--- config.mk ---
export PLATFORM = sky130hd
export DESIGN_NAME = slh_front
export DESIGN_NICKNAME = d
export VERILOG_FILES = /design/src/slh_pkg.sv /design/src/slh_front.sv
export SDC_FILE = /design/constraint.sdc
export NUM_CORES = 1
export LEC_CHECK = 0
export ABC_AREA = 1
export BUFFER_PORTS_ARGS = -buffer_cell sky130_fd_sc_hd__clkbuf_2
export CAP_MARGIN = 20
export CORE_UTILIZATION = 30
export DETAILED_ROUTE_END_ITERATION = 16
export PLACE_DENSITY = 0.93
export SETUP_SLACK_MARGIN = 0.2
export SYNTH_ARGS = -nofsm -noshare
export SYNTH_HDL_FRONTEND = slang
export SYNTH_SLANG_ARGS = --single-unit
--- constraint.sdc ---
create_clock -name clk -period 2.3 [get_ports clk]
set_clock_uncertainty 0.1 [all_clocks]
set_input_delay 0.46 -clock clk [delete_from_list [all_inputs] [get_ports clk]]
set_output_delay 0.46 -clock clk [all_outputs]
set_load 0.005 [all_outputs]
--- src/slh_pkg.sv ---
// Shared types, constants and helper functions for the long-message hash block.
`timescale 1ns / 1ps
package slh_pkg;

	localparam int NWORDS      = 12;
	localparam int LAST_POS    = NWORDS - 1;
	localparam int BLOCK_BYTES = 8 * NWORDS;
	localparam int END_ROUNDS  = 3;
	localparam int Q_DEPTH     = 2;
	localparam int Q_PTR_W     = (Q_DEPTH > 1) ? $clog2(Q_DEPTH) : 1;
	localparam int Q_CNT_W     = $clog2(Q_DEPTH + 1);

	localparam logic [63:0] HASH_CONST = 64'hdeadbeefdeadbeef;

	// Register indexes on the configuration port
	localparam logic REG_SEED_FIRST  = 1'b0;
	localparam logic REG_SEED_SECOND = 1'b1;

	// What the back end must do with a queued word
	typedef enum logic [2:0] {
		K_WORD,       // store only
		K_BLOCK,      // store, then mix the full block
		K_LAST_BLOCK, // store, mix, then deliver the hash
		K_TAIL,       // store, pad, fold and run end rounds, deliver
		K_EMPTY       // nothing left to add, deliver the hash
	} kind_t;

	typedef struct packed {
		logic [63:0] data;
		logic [3:0]  pos;
		logic [6:0]  rem;
		kind_t       kind;
	} q_entry_t;

	typedef enum logic [2:0] {
		ST_IDLE,
		ST_MIX,
		ST_FOLD,
		ST_END,
		ST_DONE
	} state_t;

	function automatic logic [63:0] rotl64(input logic [63:0] x, input logic [5:0] r);
		logic [127:0] t;
		t = {x, x} << r;
		return t[127:64];
	endfunction

	// Rotation per mix row
	function automatic logic [5:0] mix_rot(input logic [3:0] row);
		logic [5:0] r;
		case (row)
			4'd0:    r = 6'd11;
			4'd1:    r = 6'd32;
			4'd2:    r = 6'd43;
			4'd3:    r = 6'd31;
			4'd4:    r = 6'd17;
			4'd5:    r = 6'd28;
			4'd6:    r = 6'd39;
			4'd7:    r = 6'd57;
			4'd8:    r = 6'd55;
			4'd9:    r = 6'd54;
			4'd10:   r = 6'd22;
			4'd11:   r = 6'd46;
			default: r = 6'd0;
		endcase
		return r;
	endfunction

	// Rotation per end-round row
	function automatic logic [5:0] end_rot(input logic [3:0] row);
		logic [5:0] r;
		case (row)
			4'd0:    r = 6'd44;
			4'd1:    r = 6'd15;
			4'd2:    r = 6'd34;
			4'd3:    r = 6'd21;
			4'd4:    r = 6'd38;
			4'd5:    r = 6'd33;
			4'd6:    r = 6'd10;
			4'd7:    r = 6'd13;
			4'd8:    r = 6'd38;
			4'd9:    r = 6'd53;
			4'd10:   r = 6'd42;
			4'd11:   r = 6'd54;
			default: r = 6'd0;
		endcase
		return r;
	endfunction

	// Keep the low cnt bytes of a word
	function automatic logic [63:0] byte_mask(input logic [3:0] cnt);
		logic [63:0] m;
		for (int b = 0; b < 8; b++) begin
			m[8*b +: 8] = (4'(b) < cnt) ? 8'hff : 8'h00;
		end
		return m;
	endfunction

endpackage

--- src/slh_front.sv ---
// Front end: accepts message words, masks them and tags what each one triggers.
`timescale 1ns / 1ps
module slh_front import slh_pkg::*; (
	input  logic        clk,
	input  logic        arst_n,
	input  logic        cfg_we,
	input  logic        s_axis_tvalid,
	output logic        s_axis_tready,
	input  logic [71:0] s_axis_tdata,  // [63:0] data_word, [67:64] byte_count, [71:68] zero
	input  logic        s_axis_tlast,  // last_word
	output logic        push_valid,
	input  logic        push_ready,
	output q_entry_t    push_entry
);

	logic [3:0] pos_q;
	logic [3:0] cnt;
	logic [6:0] rem;
	logic       accept;

	assign s_axis_tready = push_ready;
	assign push_valid    = s_axis_tvalid;
	assign accept        = s_axis_tvalid && push_ready;

	// Byte count only matters on the last word and saturates at eight
	always_comb begin
		cnt = 4'd8;
		if (s_axis_tlast && s_axis_tdata[67:64] <= 4'd8) begin
			cnt = s_axis_tdata[67:64];
		end
		rem = {pos_q, 3'b000} + 7'(cnt);
	end

	// Classify the word
	always_comb begin
		push_entry.data = s_axis_tdata[63:0] & byte_mask(cnt);
		push_entry.pos  = pos_q;
		push_entry.rem  = rem;
		if (!s_axis_tlast) begin
			push_entry.kind = (pos_q == 4'(LAST_POS)) ? K_BLOCK : K_WORD;
		end else if (rem == 7'(BLOCK_BYTES)) begin
			push_entry.kind = K_LAST_BLOCK;
		end else if (rem == 7'd0) begin
			push_entry.kind = K_EMPTY;
		end else begin
			push_entry.kind = K_TAIL;
		end
	end

	// Word position inside the current block
	always_ff @(posedge clk or negedge arst_n) begin
		if (!arst_n) begin
			pos_q <= 4'd0;
		end else if (cfg_we) begin
			pos_q <= 4'd0;
		end else if (accept) begin
			if (s_axis_tlast || pos_q == 4'(LAST_POS)) begin
				pos_q <= 4'd0;
			end else begin
				pos_q <= pos_q + 4'd1;
			end
		end
	end

endmodule

Yosys cells after proc, flatten, opt, wreduce, memory -nomap -nowiden
Cells that the tools add are included.
Widths: inputs -> output; s select.
{"block": "totals", "mem_bits_rw": 0, "output_inout_bits": 80, "mem_bits_ro": 0, "latch_bits": 0, "memories": 0, "regBits": 4}
{"block": "op_classes", "n_bitwise": 1, "shifts": 0, "muxes": 16, "n_lt_le_gt_ge": 9, "n_div": 0, "n_reduce_logical": 5, "n_addsub": 2, "eq_ne": 2, "n_mul": 0}
{"op": "$and 64x64->64", "count": 1}
{"op": "$mux 8", "count": 8}
{"op": "$lt 3x4->1 const A", "count": 4}
{"op": "$mux 4", "count": 4}
{"op": "$mux 3", "count": 3}
{"op": "$lt 1x4->1 const A", "count": 2}
{"op": "$lt 2x4->1 const A", "count": 2}
{"op": "$add 7x4->7", "count": 1}
{"op": "$eq 7x7->1 const B", "count": 1}
{"op": "$logic_not 7->1", "count": 1}
{"op": "$add 4x1->4 const B", "count": 1}
{"op": "$eq 4x4->1 const B", "count": 1}
{"op": "$le 4x4->1 const B", "count": 1}
{"op": "$logic_and 1x1->1", "count": 2}
{"op": "$reduce_bool 2->1", "count": 1}
{"op": "$logic_or 1x1->1", "count": 1}
{"op": "$mux 1", "count": 1}

Logic depth before layout (Yosys ltp)
{"block": "depth", "depth_word": 8, "ltp_mapped": 12}

Least setup slack after synthesis
OpenSTA, ideal clock, no wires.
{"block": "synth_timing", "path_type": "input to output", "from": "input s_axis_tlast", "to": "output push_entry[0] (netlist name)", "path_buffers": 0, "stages": 12, "t_arrival_ns": 1.607, "setup_slack_ns": 0.133, "path_cell_list": "inv_2 nor2_8 inv_4 ha_1 ha_1 inv_1 nand2_1 nand2_1 nor2_1 nand2_1 nand2_1 a21oi_1"}
{"item": "from (decl)", "line": "slh_front.sv:10", "source": "input logic s_axis_tlast,"}
{"item": "to (decl)", "line": "slh_front.sv:13", "source": "output q_entry_t push_entry"}

==> metrics.txt <==
EDFF count, synth=0; power per cell area=305 nW/um2; Yosys top cell area share=0.289; # DRC=0; HPWL after DPL=3180 um; clock root buffer=clkbuf_4; Vias=1735; CP Class=in2out; Yosys reg bits=4; Die Area=3710 um2; LEAKAGE=1.54 nW; top-count cell post-synth=inv_1; reg2reg start=pos_q[1]$_DFFE_PN0P_; Port Buf Inserts=153; RSZ-0062 raised after global routing=yes; Synth area leader=inv_1; Yosys warnings=0; peak supply drop=0.000115 V; Clock Tree Buf Depth=2; Die Width=60.9 um; Synth Cell Area=1040 um2; GRT Residual Overflow=0; Hold WC Path Type=in2reg; CP arrival=1.67 ns; H-tree depth=1; Layout area overhead=93.3%; final hold viol count=0; FF-to-FF path depth=6; Biggest register=pos_q; post-DR wirelength/cell=8.60 um; worst hold endpoint=pos_q[2]$_DFFE_PN0P_; max reg flops=4; antenna cells=0; Inserted Clock Buffers=3; Synth Flop Type=dfrtp_1; Slew HR=0.786; Routed Antenna Nets=0; layout cells sized above 1=0.493; Cell Rows=21; hold path depth=4; CTS tree=built; # setup viols final=0; Final Cycle Share=0.968; worst-path fanout max=3; Final GP Congestion=0.831; fmax=449 MHz; Critical Path RT=1.74 ns; Initial Util=0.312; Hold Path Origin=cfg_we; end of the worst register-to-register path=pos_q[1]$_DFFE_PN0P_; first-pass GRT wire length=4930 um; FF-to-FF setup slack=0.87 ns; cells after synthesis=217; vias in the first global route=1282; CP startpoint=s_axis_tdata[67]; status=finished clean; Via-to-Cell Ratio=4.08; Worst Setup End Kind=primary output; Layout fillers=319; Post-Syn Nets=298; sequential-to-total area share from yosys stat=0.0963; final std cells w/o fill=425; final instance area=2010 um2; slew of the pin with the lowest slew margin=0.318 ns; ys async rst share=1.00; synthesized area per cell=4.79 um2; layout net count=462; chip height=60.9 um; clk sinks=4; placed inst area=1880 um2; Slew Limit Fails=0; largest net degree at the start of global routing=14; Distinct cells, synth=25; Regs by FF count=pos_q: 4 flops; detailed-router iteration count before antenna repair=4; Worst Setup Slack, final=0.0729 ns; Area contributors post-synth=inv_1, nor2_1, nand2_1; Post-synth top cells=inv_1, nor2_1, nand2_1; CP startpoint kind=input port; power consumption=0.612 mW; final WL=3660 um; clock-pin transition on the worst setup and hold timing paths=0.04 ns; Skew-Pair Late Insertion Delay=0.23 ns; initial DRC count=26; initial antenna violation count=0; core area=3340 um2; GRT Util Overall=0.175; num ports=158; Tmin final=2.23 ns; Setup WS pre-CTS=-0.0105 ns; Cells after DPL=417; Max-cap violations=0
## repair_timing
item	in CTS	in global routing
cloned	0	0
hold endpoints to repair	4	0
resized for setup	5	16
hold buffers	1	0
pin swaps	4	8
setup endpoints to repair	3	17
setup buffers	1	3
## area by class of cell
| cell class | instances | area, um2 | area share |
|---|---|---|---|
| clock buffer | 3 | 22.5 | 0.0112 |
| timing repair buffer | 163 | 867 | 0.432 |
| multi-input combinational | 124 | 634 | 0.316 |
| inverter | 85 | 327 | 0.163 |
| tap | 46 | 57.6 | 0.0286 |
| sequential | 4 | 101 | 0.0504 |
## layout by cell type, fill, tap and decap left out, types with 3 or more instances in the layout
cell type	Yosys	routed
nand3_1	3	3
buf_4	4	8
clkbuf_2	0	149
clkbuf_4	0	3
nand2_2	1	4
inv_1	80	79
dfrtp_1	4	3
nor2_1	55	54
nand2_1	43	39
inv_2	4	4
## logic make-up (layout without fill, tap and decap cells)
kind of cell,Yosys count,after routing,synth area share
xor+xnor,1,1,0.00843
buf+inv,89,251,0.338
simple gates,111,111,0.451
compound gates,9,9,0.0698
fa+ha+maj,3,3,0.0361
flops,4,4,0.0963
## worst max-delay path by stage
stage | endpoint | slack [ns]
floorplan | push_entry[2] | 0.19
global placement | push_entry[0] | 0.02
detailed placement | push_entry[0] | -0.01
CTS | push_entry[0] | 0.06
global route | push_entry[0] | -0.004
finish | push_entry[2] | 0.07
## through the flow
step	hold WS (ns)	TNS, ns	util
2_1_floorplan	0.0644	0	-
3_3_place_gp	0.166	0	0.563
3_5_place_dp	0.177	-0.0105	0.563
4_1_cts	0.439	0	0.585
5_1_grt	0.461	-0.00376	0.602
6_report	0.450	0	0.602
## power breakdown
part | total, mW | internal, mW | switching, mW
sequential | 0.0993 | 0.0809 | 0.0184
clock | 0.0846 | 0.0582 | 0.0264
combinational | 0.428 | 0.222 | 0.206
total | 0.612 | 0.361 | 0.251
## per-layer routing
layer  part of all wire  global-route usage
met1               0.40               0.206
met2               0.53               0.330
met3              0.068              0.0107
met4             0.0046              0.0649
met5                  0                   0
## critical path, stage by stage
cell and delay (ns):
buf_8 0.10, nor2_8 0.11, inv_4 0.04, ha_4 0.16
ha_4 0.16, nand2_1 0.07, nand2_2 0.06, nor2_2 0.13
nand2_2 0.09, nor3_1 0.13, buf_2 0.14
No activity file was read; power rests on OpenSTA's default activity.
