## src/slh_pkg.sv

```systemverilog
// Shared types, constants and helper functions for the long-message hash block.
`timescale 1ns / 1ps
package slh_pkg;

	localparam int NWORDS      = 12;
	localparam int LAST_POS    = NWORDS - 1;
	localparam int BLOCK_BYTES = 8 * NWORDS;
	localparam int END_ROUNDS  = 3;
	localparam int Q_DEPTH     = 2;
	localparam int Q_PTR_W     = (Q_DEPTH > 1) ? $clog2(Q_DEPTH) : 1;
	localparam int Q_CNT_W     = $clog2(Q_DEPTH + 1);

	localparam logic [63:0] HASH_CONST = 64'hdeadbeefdeadbeef;

	// Register indexes on the configuration port
	localparam logic REG_SEED_FIRST  = 1'b0;
	localparam logic REG_SEED_SECOND = 1'b1;

	// What the back end must do with a queued word
	typedef enum logic [2:0] {
		K_WORD,       // store only
		K_BLOCK,      // store, then mix the full block
		K_LAST_BLOCK, // store, mix, then deliver the hash
		K_TAIL,       // store, pad, fold and run end rounds, deliver
		K_EMPTY       // nothing left to add, deliver the hash
	} kind_t;

	typedef struct packed {
		logic [63:0] data;
		logic [3:0]  pos;
		logic [6:0]  rem;
		kind_t       kind;
	} q_entry_t;

	typedef enum logic [2:0] {
		ST_IDLE,
		ST_MIX,
		ST_FOLD,
		ST_END,
		ST_DONE
	} state_t;

	function automatic logic [63:0] rotl64(input logic [63:0] x, input logic [5:0] r);
		logic [127:0] t;
		t = {x, x} << r;
		return t[127:64];
	endfunction

	// Rotation per mix row
	function automatic logic [5:0] mix_rot(input logic [3:0] row);
		logic [5:0] r;
		case (row)
			4'd0:    r = 6'd11;
			4'd1:    r = 6'd32;
			4'd2:    r = 6'd43;
			4'd3:    r = 6'd31;
			4'd4:    r = 6'd17;
			4'd5:    r = 6'd28;
			4'd6:    r = 6'd39;
			4'd7:    r = 6'd57;
			4'd8:    r = 6'd55;
			4'd9:    r = 6'd54;
			4'd10:   r = 6'd22;
			4'd11:   r = 6'd46;
			default: r = 6'd0;
		endcase
		return r;
	endfunction

	// Rotation per end-round row
	function automatic logic [5:0] end_rot(input logic [3:0] row);
		logic [5:0] r;
		case (row)
			4'd0:    r = 6'd44;
			4'd1:    r = 6'd15;
			4'd2:    r = 6'd34;
			4'd3:    r = 6'd21;
			4'd4:    r = 6'd38;
			4'd5:    r = 6'd33;
			4'd6:    r = 6'd10;
			4'd7:    r = 6'd13;
			4'd8:    r = 6'd38;
			4'd9:    r = 6'd53;
			4'd10:   r = 6'd42;
			4'd11:   r = 6'd54;
			default: r = 6'd0;
		endcase
		return r;
	endfunction

	// Keep the low cnt bytes of a word
	function automatic logic [63:0] byte_mask(input logic [3:0] cnt);
		logic [63:0] m;
		for (int b = 0; b < 8; b++) begin
			m[8*b +: 8] = (4'(b) < cnt) ? 8'hff : 8'h00;
		end
		return m;
	endfunction

endpackage

```

## src/slh_queue.sv

```systemverilog
// Short queue between the front end and the mixing back end.
`timescale 1ns / 1ps
module slh_queue import slh_pkg::*; (
	input  logic     clk,
	input  logic     arst_n,
	input  logic     push_valid,
	output logic     push_ready,
	input  q_entry_t push_entry,
	output logic     pop_valid,
	input  logic     pop,
	output q_entry_t pop_entry
);

	q_entry_t             mem_q [Q_DEPTH];
	logic [Q_PTR_W-1:0]   wr_ptr_q;
	logic [Q_PTR_W-1:0]   rd_ptr_q;
	logic [Q_CNT_W-1:0]   count_q;
	logic                 do_push;
	logic                 do_pop;

	assign push_ready = count_q != Q_CNT_W'(Q_DEPTH);
	assign pop_valid  = count_q != '0;
	assign pop_entry  = mem_q[rd_ptr_q];
	assign do_push    = push_valid && push_ready;
	assign do_pop     = pop && pop_valid;

	// Storage
	always_ff @(posedge clk) begin
		if (do_push) begin
			mem_q[wr_ptr_q] <= push_entry;
		end
	end

	// Pointers and fill level
	always_ff @(posedge clk or negedge arst_n) begin
		if (!arst_n) begin
			wr_ptr_q <= '0;
			rd_ptr_q <= '0;
			count_q  <= '0;
		end else begin
			if (do_push) begin
				wr_ptr_q <= (wr_ptr_q == Q_PTR_W'(Q_DEPTH - 1)) ? '0 : wr_ptr_q + 1'b1;
			end
			if (do_pop) begin
				rd_ptr_q <= (rd_ptr_q == Q_PTR_W'(Q_DEPTH - 1)) ? '0 : rd_ptr_q + 1'b1;
			end
			if (do_push && !do_pop) begin
				count_q <= count_q + 1'b1;
			end else if (!do_push && do_pop) begin
				count_q <= count_q - 1'b1;
			end
		end
	end

endmodule

```

## config.mk

```make
export PLATFORM = sky130hd
export DESIGN_NAME = slh_queue
export DESIGN_NICKNAME = d
export VERILOG_FILES = /design/src/slh_pkg.sv /design/src/slh_queue.sv
export SDC_FILE = /design/constraint.sdc
export NUM_CORES = 1
export LEC_CHECK = 0
export ABC_CLOCK_PERIOD_IN_PS = 13300
export BUFFER_PORTS_ARGS = -buffer_cell sky130_fd_sc_hd__buf_2
export CELL_PAD_IN_SITES_DETAIL_PLACEMENT = 0
export CELL_PAD_IN_SITES_GLOBAL_PLACEMENT = 2
export CORE_MARGIN = 2
export CORE_UTILIZATION = 41
export CTS_CLUSTER_SIZE = 8
export DETAILED_ROUTE_END_ITERATION = 16
export HOLD_SLACK_MARGIN = 0.02
export PLACE_DENSITY = 0.85
export SLEW_MARGIN = 20
export SYNTH_ARGS = -nofsm -noshare
export SYNTH_HDL_FRONTEND = slang
export SYNTH_SLANG_ARGS = --single-unit
```

## constraint.sdc

```tcl
create_clock -name clk -period 13.3 [get_ports clk]
set_input_delay 1.33 -clock clk [delete_from_list [all_inputs] [get_ports clk]]
set_output_delay 1.33 -clock clk [all_outputs]
set_load 0.02 [all_outputs]
```

# Word-level counts from Yosys, hierarchy flattened

Memories as Yosys holds them, arrays and structs flattened.
Cells that the tools add are included.

Input port bits: 82
Word-level logic and storage cells: 23
Output and inout bits: 80
RAM bits: 156
Register bits: 4
Memories: 1

Memory list:

| name  | words | width | rd ports | clocked after Yosys merged registers in | write ports | RTL line        | source |
|---|---|---|---|---|---|---|---|
| mem_q | 2     | 78    | 1        | 0                                       | 1           | slh_queue.sv:14 | `q_entry_t mem_q [Q_DEPTH];` |

Add/subtract/negate cells: 4
Eq/ne operators: 1
Muxes and demuxes: 6
Reductions and logical operators: 8

Operators by type and width:

| operator              | count |
|---|---|
| $logic_and A1 B1 Y1   | 4 |
| $mux W1               | 4 |
| $mux W2               | 2 |
| $reduce_bool A2 Y1    | 2 |
| $add A1 B1 Y1 const B | 2 |
| $add A2 B1 Y2 const B | 1 |
| $logic_not A1 Y1      | 2 |
| $ne A2 B2 Y1 const B  | 1 |
| $sub A2 B1 Y2 const B | 1 |

# Depth between registers and ports, before layout

Depth in word-level cells: 6
Mapped depth: 7

# Worst setup path after synthesis

OpenSTA, ideal clock, no wires.

Kind: in2reg
Start: input push_valid
End: memory mem_q[0][0] (netlist name) (enable)
Path slack: 8.104 ns
Stages on the path: 2
Library setup time: 0.515 ns
Data required time: 12.785 ns
Arrival: 4.681 ns
Cell sequence: nand2_1 > nor2_1

Cells in the longest elaborated chain, start to end: 3

Ends and longest elaborated chain:

| item                          | RTL line        | source |
|---|---|---|
| start, declared               | slh_queue.sv:6  | `input logic push_valid,` |
| $logic_and A1 B1 Y1           | slh_queue.sv:24 | `assign do_push = push_valid && push_ready;` |
| $mux W1                       | slh_queue.sv:29 | `if (do_push) begin` |
| $mux W1 (implied by the code) | slh_queue.sv:30 | `mem_q[wr_ptr_q] <= push_entry;` |
| end, declared                 | slh_queue.sv:14 |  |

Every way passes these cells.

==> flow_summary_export.csv <==
group,metric,value,unit
power_and_ir_drop,p_clk_share,26.7,%
placement,place_area,0.00685,sq mm
synth,ys_ff_latch,160,
setup_path,crit_slowest_cell,"dfrtp_4",
setup_path,cp_cell_sequence,"buf_12 -> mux2_2 -> buf_2",
clocking,cts_tree,"done",
synth,netlist_top_cells_area,"edfxtp_1, mux2_2, mux2_4",
detailed_routing,dr.pass1.iters,4,
power_and_ir_drop,peakVddDrop,0.000156,V
clocking,cts_setup_buffers,0,
synth,synth_cells,261,
global_routing,grt_usage,13.2,%
global_routing,grt_overflow,0,
synth,synthFlopType,"edfxtp_1",
clocking,h-tree-depth,4,
setup_path,critPathKind,"reg -> out",
placement,dp_hpwl,6.28,mm
timing,drv_slew,0,
power_and_ir_drop,p_int,1.20,mW
detailed_routing,via_per_inst,4.69,
detailed_routing,wl_per_cell,15.8,microns
synth,ys_top_cells_by_count,"edfxtp_1, mux2_2, mux2_4",
power_and_ir_drop,p_total,1.75,mW
min_path,worstHoldPathType,"reg -> reg",
setup_path,startpoint,"rd_ptr_q",
synth,async_flop_share,2.50,%
global_routing,grt_pass1_wl,14.4,mm
timing,grt_setup_unrepaired,"no",
placement,place.gp.congestion,0.692,
finish,drive_above_1_share,61.3,%
finish,fillers,1131,
synth,synth_top_family_by_area,"multiplexers",
clocking,postCtsHoldBufs,0,
clocking,cts_sinks,160,
timing,final.min_clock_period,3.43,ns
power_and_ir_drop,power_switching_share,31.0,%
synth,synth-xor-area-share,0.748,%
status,outcome,"finished, final reports clean",
synth,yosysWarnings,0,
timing,finalWorstSetupSlack,9.87,ns
die,ios,162,
power_and_ir_drop,p_sw,542,uW
setup_path,cp_data_required_time,11.97,ns
setup_path,reg2reg_from,"count_q[0]",
synth,synth_compound_gate_area_share,0,%
detailed_routing,vias,2948,
detailed_routing,ant_nets,0,
synth,synth_fa_ha_area_share,0.214,%
finish,nets,518,
synth,synth-edff-count,156,
power_and_ir_drop,p_leak,2.83,nW
detailed_routing,drc_errors,0,
timing,setup_viol_count_final,0,
die,dieArea,0.0153,sq mm
global_routing,grt_antenna_before_repair,1,
power_and_ir_drop,power_density,234,mW/mm^2
timing,fin_skew,0.00391,ns
min_path,hold_start,"count_q[1]",
timing,fin_crit_sh,25.8,%
synth,synthMuxAreaShare,15.6,%
timing,timing.fmax,292,MHz
clocking,clk_latency,0.41,ns
synth,synthDistinctLibCells,15,
synth,yosysSeqAreaShare,81.7,%
clocking,clk_pin_slew,0.06,ns
setup_path,slowest_delay,0.80,ns
setup_path,crit_buf_inv,2,
clocking,cts_buffers,17,
placement,io_buffers,161,
die,die_w,124,microns
setup_path,cp-start-kind,"flip-flop",
global_routing,grt_pass1_vias,2966,
placement,place_ws,9.82,ns
setup_path,crit_path_end_kind,"output port",
synth,yosysTopAreaCellShare,80.0,%
die,initial_core_util,42.0,%
synth,synth_most_common_cell,"edfxtp_1",
timing,worst_slew_pin_slew,1.04,ns
finish,design_area,0.00747,sq mm
synth,synth_nets,344,
die,design.core.area,0.0139,sq mm
synth,synth_area,0.00586,sq mm
detailed_routing,routed_wl,9.91,mm
setup_path,path_delay_family,"flip-flops",
synth,synth_top_cell_by_area,"edfxtp_1",
detailed_routing,drt_iter0_drc,96,
die,die_y,124,microns
clocking,cts_root_buf,"clkbuf_16",
clocking,cts.repair.resized,0,
run,maxCapViolCount,0,
timing,hold_viol,0,
synth,yosys.area_share.simple,0.577,%
finish,finalCoreUtilization,53.6,%
power_and_ir_drop,seqPwrFrac,42.5,%
power_and_ir_drop,combinationalPowerShare,30.8,%
setup_path,crit_fanout,42,
synth,syn_area_per_cell,22.4,sq um
clocking,cts_buffer_depth,2,
die,num_rows,43,
timing,finalSetupTns,0,ns
timing,relSlewSlack,30.6,%
setup_path,cp_data_arrival_time,2.10,ns
global_routing,grt_max_degree,80,
finish,syn_to_final_growth,27.5,%
==> layout make-up <==
cell class	instances	area [sq um]	area share [%]
Antenna cell	1	2.50	0.0335
Sequential cell	160	4790	64.1
Multi-Input combinational cell	91	1020	13.6
Timing Repair Buffer	164	853	11.4
Tap cell	180	225	3.02
Inverter	1	3.75	0.0503
Clock buffer	18	429	5.75
Clock inverter	13	146	1.96
==> metrics by stage <==
step	hold WS [ns]	instances
final	0.508	628
after global routing	0.518	627
after floorplan	0.456	261
after detailed placement	0.483	594
after global placement	0.472	594
after CTS	0.507	625
==> placed cells by master (no fill, tap or decap) <==
cell          n
dfrtp_1       3
ha_1          1
mux2_2       68
nand2b_1      1
xor2_1        2
xnor2_1       3
clkinv_4      1
diode_2       1
clkbuf_1      1
nor2_1        1
clkbuf_16    17
mux2_4       10
bufinv_16     3
clkinv_2      5
and3_4        1
clkinvlp_4    2
buf_4         1
dfrtp_4       1
clkinv_1      2
nand2_1       2
nor2_4        1
or2_2         1
buf_12        2
buf_2       161
edfxtp_1    156
inv_1         1
==> cell families (layout without fill, tap and decap cells) <==
family                   Yosys count  count (layout)
flip-flops                       160             160
multiplexers                      78              78
buffers and inverters             10             196
AND/OR/NAND/NOR                    7               7
XOR/XNOR                           5               5
adder cells (fa/ha/maj)            1               1
other                              0               1
==> sequential cells by signal (all words and copies together) (netlist names) <==
signal and flops:
mem_q 156, count_q 2, rd_ptr_q 1, wr_ptr_q 1
==> power groups by stage <==
stage	sequential, mW	combinational [mW]	clock (mW)
global placement	0.774	0.511	0
detailed placement	0.781	0.514	0
floorplan	0.729	0.406	0
finish	0.742	0.538	0.467
global route	0.754	0.576	0.501
CTS	0.771	0.516	0.480
==> final timing paths <==
path	endpoint	slack, ns	cells past startpoint
hold / removal	count_q[1]	0.51	1
hold reg to reg	count_q[1]	0.51	1
max in group asynchronous	rd_ptr_q	12.45	1
min in group asynchronous	count_q[1]	0.72	1
setup reg to reg	mem_q[0][44]	10.71	4
setup / recovery	pop_entry[35]	9.87	3
==> per-layer routing <==
| metal | track usage, % | part of all wire [%] | vias up |
|---|---|---|---|
| li1 | - | - | 1377 |
| met1 | 15.0 | 41 | 1440 |
| met2 | 21.7 | 49 | 117 |
| met3 | 5.26 | 8.5 | 14 |
| met4 | 6.11 | 1.7 | 0 |
| met5 | 0 | 0 | - |
==> worst register-to-register path: stages (launching register included) <==
cell and delay, ns:
dfrtp_1 0.41, nand2b_1 0.18, nand2_1 0.15, nor2_4 0.81
buf_4 0.65
(Power assumes the default switching activity.)
